===== config.mk =====
export PLATFORM = sky130hd
export DESIGN_NAME = bwun_ctrl
export DESIGN_NICKNAME = d
export VERILOG_FILES = /design/src/rtl/bayes_weight_update_normalize_unit_defines.svh /design/src/rtl/bwun_pkg.sv /design/src/rtl/bwun_ctrl.sv
export SDC_FILE = /design/constraint.sdc
export NUM_CORES = 1
export LEC_CHECK = 0
export BUFFER_PORTS_ARGS = -buffer_cell sky130_fd_sc_hd__buf_2
export CORE_AREA = 2 2 39 41
export DETAILED_ROUTE_END_ITERATION = 12
export DIE_AREA = 0 0 41 43
export HOLD_SLACK_MARGIN = 0.02
export PLACE_DENSITY = 0.81
export SLEW_MARGIN = 20
export SYNTH_ARGS = -nofsm -noshare
export SYNTH_HDL_FRONTEND = slang
export SYNTH_SLANG_ARGS = --single-unit

===== constraint.sdc =====
create_clock -name clock -period 1.9 [get_ports clock]
set_input_delay 0.19 -clock clock [delete_from_list [all_inputs] [get_ports clock]]
set_output_delay 0.19 -clock clock [all_outputs]
set_load 0.03 [all_outputs]

===== src/rtl/bayes_weight_update_normalize_unit_defines.svh =====
// ----------------------------------------------------------------------------
// bayes_weight_update_normalize_unit_defines
// Assertion macros for the particle weight update and normalisation unit.
// ----------------------------------------------------------------------------
`ifndef BAYES_WEIGHT_UPDATE_NORMALIZE_UNIT_DEFINES_SVH
`define BAYES_WEIGHT_UPDATE_NORMALIZE_UNIT_DEFINES_SVH

`ifndef SYNTHESIS
// checked property, switched off while reset is high
`define BWUN_ASSERT(lbl, clk, rst, prop) \
   lbl: assert property (@(posedge clk) disable iff (rst) prop) \
      else $error("bwun assertion failed");
// checked property that also covers the reset cycles
`define BWUN_ASSERT_ALWAYS(lbl, clk, prop) \
   lbl: assert property (@(posedge clk) prop) \
      else $error("bwun assertion failed");
`else
`define BWUN_ASSERT(lbl, clk, rst, prop)
`define BWUN_ASSERT_ALWAYS(lbl, clk, prop)
`endif

`endif


===== src/rtl/bwun_pkg.sv =====
// ----------------------------------------------------------------------------
// bwun_pkg
// Shared widths, codes and controller/datapath interface types.
// ----------------------------------------------------------------------------
`default_nettype none

package bwun_pkg;

   localparam int WEIGHT_W  = 40;
   localparam int LIK_W     = 32;
   localparam int SUM_W     = 46;
   localparam int INDEX_W   = 6;
   localparam int CFG_W     = 7;
   localparam int KIND_W    = 2;
   localparam int DIV_STEPS = 40;
   localparam int STEP_W    = 6;

   localparam logic [KIND_W-1:0] KIND_LOAD   = 2'd0;
   localparam logic [KIND_W-1:0] KIND_UPDATE = 2'd1;
   localparam logic [KIND_W-1:0] KIND_READ   = 2'd2;

   localparam logic RES_DONE = 1'b0;
   localparam logic RES_READ = 1'b1;

   localparam logic [WEIGHT_W-1:0] WEIGHT_MAX = {WEIGHT_W{1'b1}};
   localparam logic [SUM_W-1:0]    SUM_MAX    = {SUM_W{1'b1}};

   typedef enum logic [3:0] {
      ST_IDLE,
      ST_RD_OUT,
      ST_UPD_MUL,
      ST_UPD_SAT,
      ST_UPD_SUM,
      ST_NORM_CHECK,
      ST_NORM_RD,
      ST_NORM_LOAD,
      ST_NORM_DIV,
      ST_NORM_WB,
      ST_DONE_OUT
   } state_type;

   typedef struct packed {
      logic load_wr;
      logic rd_req;
      logic rd_norm;
      logic mul;
      logic sat_wr;
      logic sum_add;
      logic norm_clear;
      logic div_init;
      logic div_step;
      logic norm_wr;
      logic out_read;
      logic out_done;
   } cmd_type;

   typedef struct packed {
      logic req_in_range;
      logic upd_active;
      logic upd_last;
      logic sum_zero;
      logic div_ovf;
      logic div_last;
      logic norm_last;
      logic out_free;
   } status_type;

endpackage

`default_nettype wire


===== src/rtl/bwun_ctrl.sv =====
// ----------------------------------------------------------------------------
// bwun_ctrl
// Controller: sequences loads, reads, updates and the normalisation pass.
// ----------------------------------------------------------------------------
`default_nettype none

module bwun_ctrl (
   input  wire logic                       clock,
   input  wire logic                       reset,
   input  wire logic                       req_valid,
   input  wire logic [bwun_pkg::KIND_W-1:0] req_kind,
   output logic                            req_stall,
   input  wire bwun_pkg::status_type       sts,
   output bwun_pkg::cmd_type               cmd
);
   import bwun_pkg::*;

   state_type state_ff;
   state_type state_in;

   always_ff @(posedge clock) begin
      if (reset) begin
         state_ff <= ST_IDLE;
      end else begin
         state_ff <= state_in;
      end
   end

   assign req_stall = (state_ff != ST_IDLE);

   // next state
   always_comb begin
      state_in = state_ff;
      unique case (state_ff)
         ST_IDLE: begin
            if (req_valid) begin
               unique case (req_kind)
                  KIND_READ:   state_in = ST_RD_OUT;
                  KIND_UPDATE: if (sts.upd_active) state_in = ST_UPD_MUL;
                  default:     state_in = ST_IDLE;
               endcase
            end
         end
         ST_RD_OUT:     if (sts.out_free) state_in = ST_IDLE;
         ST_UPD_MUL:    state_in = ST_UPD_SAT;
         ST_UPD_SAT:    state_in = ST_UPD_SUM;
         ST_UPD_SUM:    state_in = sts.upd_last ? ST_NORM_CHECK : ST_IDLE;
         ST_NORM_CHECK: state_in = sts.sum_zero ? ST_DONE_OUT : ST_NORM_RD;
         ST_NORM_RD:    state_in = ST_NORM_LOAD;
         ST_NORM_LOAD:  state_in = sts.div_ovf ? ST_NORM_WB : ST_NORM_DIV;
         ST_NORM_DIV:   if (sts.div_last) state_in = ST_NORM_WB;
         ST_NORM_WB:    state_in = sts.norm_last ? ST_DONE_OUT : ST_NORM_RD;
         ST_DONE_OUT:   if (sts.out_free) state_in = ST_IDLE;
         default:       state_in = ST_IDLE;
      endcase
   end

   // commands
   always_comb begin
      cmd = '0;
      unique case (state_ff)
         ST_IDLE: begin
            if (req_valid) begin
               unique case (req_kind)
                  KIND_LOAD:   cmd.load_wr = sts.req_in_range;
                  KIND_READ:   cmd.rd_req  = 1'b1;
                  KIND_UPDATE: cmd.rd_req  = sts.upd_active;
                  default:     cmd.rd_req  = 1'b0;
               endcase
            end
         end
         ST_RD_OUT:     cmd.out_read   = sts.out_free;
         ST_UPD_MUL:    cmd.mul        = 1'b1;
         ST_UPD_SAT:    cmd.sat_wr     = 1'b1;
         ST_UPD_SUM:    cmd.sum_add    = 1'b1;
         ST_NORM_CHECK: cmd.norm_clear = 1'b1;
         ST_NORM_RD:    cmd.rd_norm    = 1'b1;
         ST_NORM_LOAD:  cmd.div_init   = 1'b1;
         ST_NORM_DIV:   cmd.div_step   = 1'b1;
         ST_NORM_WB:    cmd.norm_wr    = 1'b1;
         ST_DONE_OUT:   cmd.out_done   = sts.out_free;
         default:       cmd = '0;
      endcase
   end

endmodule

`default_nettype wire


==> run metrics <==
status=completed; Hold Worst Slack=0.160 ns; clk root buf=sky130_fd_sc_hd__clkbuf_4; clock-pin slew reported for the worst setup and hold paths after clock tree synthesis=0.04 ns; global-route wire length before repair=2350 µm; Place WS=0.294 ns; maximum number of pins on one net before global-route repair=20; top library cells by usage in the layout, fill and taps aside=25 x sky130_fd_sc_hd__buf_2, 11 x sky130_fd_sc_hd__nor2_1, 6 x sky130_fd_sc_hd__nor3_1, 6 x sky130_fd_sc_hd__o21ai_0; area of all sequential standard cells=81.3 µm²; number of pins with negative max-slew slack in the final report=0; starting density of the core=41.8%; most common library cell in the layout ignoring fill and taps=sky130_fd_sc_hd__buf_2; Iteration-0 DRC Markers=23; Max Fclk=0.569 GHz; average wire length per cell after detail routing=12.2 µm; ports placed on the boundary=26; Post-Syn Nets=101; CTS sink cnt=4; post-route minimum period=1.76 ns; Data required, critical path=1.71 ns; worst-path maximum fanout=18; global route total overflow=0; Netlist Area Pre-Place=578 µm²; worst hold path cell count=2; Via density=5.64; clock latency reported for the late side of the worst-skew pair=0.24 ns; count of antenna diodes in the layout=0; final setup TNS=0 ns; Worst Setup Start Kind=flip-flop; final setup skew=0.00567 ns; min-delay worst type=primary input to flip-flop; initial antenna violation count=0; max-capacitance violation count=0; post-DP HPWL=1080 µm; slew at the pin with the worst max-slew slack=0.635 ns; fin worst setup slack=0.142 ns; nature of the critical path endpoint=primary output; register bank with the most flops=state_ff; number of failing setup endpoints in the final timing report=0; count of port buffers added during placement=25; setup repair after global routing missed its margin=no; GPL Wtd Cong=0.856; total leakage power=0.000324 µW; Final Hold Violating Endpoints=0; maximum buffer depth of the clock tree=2; ratio of cells with drive above 1 in the final layout=30.5%; site row count=14; category of the critical setup timing path=flip-flop to primary output; via count of the first global-routing pass=567; floorplan die height=43 µm; sequential fraction of the synthesis area=13.9%; cell depth of the worst flop-to-flop path=4; data arrival time of the critical path=1.57 ns; # H-tree levels=1; Total Wirelength=1470 µm; Die X=41 µm; number of distinct library cells after synthesis=36; leading registers by flop count=state_ff x4; power density over the cells=1090 mW/mm²; Vias=683; mean post-synth cell area=6.80 µm²; final antenna-violating net count=0; Filler Cells Inserted=145; Period Utilization, post-route=92.5%; final net count=123; worst-case headroom to the max-slew limit=57.6%; total CTS buffers=3; number of synthesized register bits=4; Pwr Total=762 µW; number of flip-flops in the largest register=4; number of standard cells after synthesis=85; DRC violation count after routing=0; Global Route Usage Sum=19.3%; die area=0.00176 mm²; Peak supply drop=0.444 mV; clock tree from TritonCTS=built; P&R area growth vs syn=20.6%; area used by multi-input combinational logic=429 µm²; Initial DRT Pass Iterations=4; Yosys warning count=0; Core ar.=0.00138 mm²
## critical path, stage by stage, from the launching register on
cell,delay [ns]
sky130_fd_sc_hd__dfxtp_1,0.68
sky130_fd_sc_hd__inv_1,0.25
sky130_fd_sc_hd__nand2_1,0.15
sky130_fd_sc_hd__nor3_1,0.05
sky130_fd_sc_hd__buf_2,0.20
## path summary, 6_finish.rpt
path               start           to  slack, ns
min reg2reg  state_ff[1]  state_ff[1]       0.65
max          state_ff[0]       cmd[6]       0.14
min                reset  state_ff[2]       0.16
max reg2reg  state_ff[3]  state_ff[3]       0.26
## power breakdown
part           internal [µW]  switching (µW)  leakage [µW]  total, µW
sequential               108             102     0.0000332        210
clock                   71.0            40.1     0.0000138        111
combinational            180             261      0.000277        441
## layout make-up
class / count / area share, %
multi-input cells: 68 / 61.6
repair buffers: 25 / 18.0
flip-flops and latches: 4 / 11.7
clock buffers: 3 / 3.23
well taps: 16 / 2.87
inverters: 5 / 2.69
## cell families (layout without fill, tap and decap cells)
kind of cell               count (synthesis)  count (layout)  synth area share [%]
AOI/OAI and AO/OA                         26              26                  31.4
adders and majority gates                  3               3                  6.49
muxes                                      1               1                  1.73
and+or+nand+nor                           38              38                  34.6
DFF                                        4               4                  13.9
buffers and inverters                     13              33                  11.9
## per-layer routing
layer	part of all wire [%]	GRT usage [%]
met4	0.95	8.67
met3	5.9	3.66
met2	49	31.9
met1	44	22.5
met5	0	0
## timing repair
item | CTS | global route
buffers inserted | 0 | 0
setup endpoints to repair | 0 | 1
resized for setup | 0 | 1
hold buffers | 0 | 0
## metrics by stage
step                      cells  utilization [%]  cell area [µm²]
after global routing        121             50.4              697
after global placement      118             48.6              673
final                       121             50.4              697
after floorplan              85                -              578
after CTS                   121             50.3              696
after detailed placement    118             48.6              673
## synth_stat cells (all sizes together)
cell type | n | area, µm²
a211oi | 2 | 20.0
a2bb2oi | 1 | 8.76
a32oi | 1 | 8.76
a221oi | 2 | 17.5
o31ai | 1 | 7.51
a31o | 1 | 8.76
or3 | 1 | 6.26
a21oi | 5 | 25.0
and4bb | 1 | 12.5
a22oi | 1 | 7.51
inv | 5 | 18.8
nor4 | 1 | 6.26
o21bai | 1 | 7.51
nor2 | 12 | 47.6
buf | 7 | 46.3
nand3 | 2 | 10.0
o21ai | 6 | 30.0
ha | 3 | 37.5
clkbuf | 1 | 3.75
o32a | 1 | 10.0
nor3b | 1 | 7.51
nand2 | 5 | 21.3
mux2i | 1 | 10.0
nor3 | 6 | 30.0
a31oi | 1 | 6.26
o21a | 2 | 15.0
dfxtp | 4 | 80.1
nor2b | 3 | 18.8
o2111ai | 1 | 8.76
and4 | 1 | 8.76
nand2b | 5 | 31.3
(Power assumes the default switching activity.)
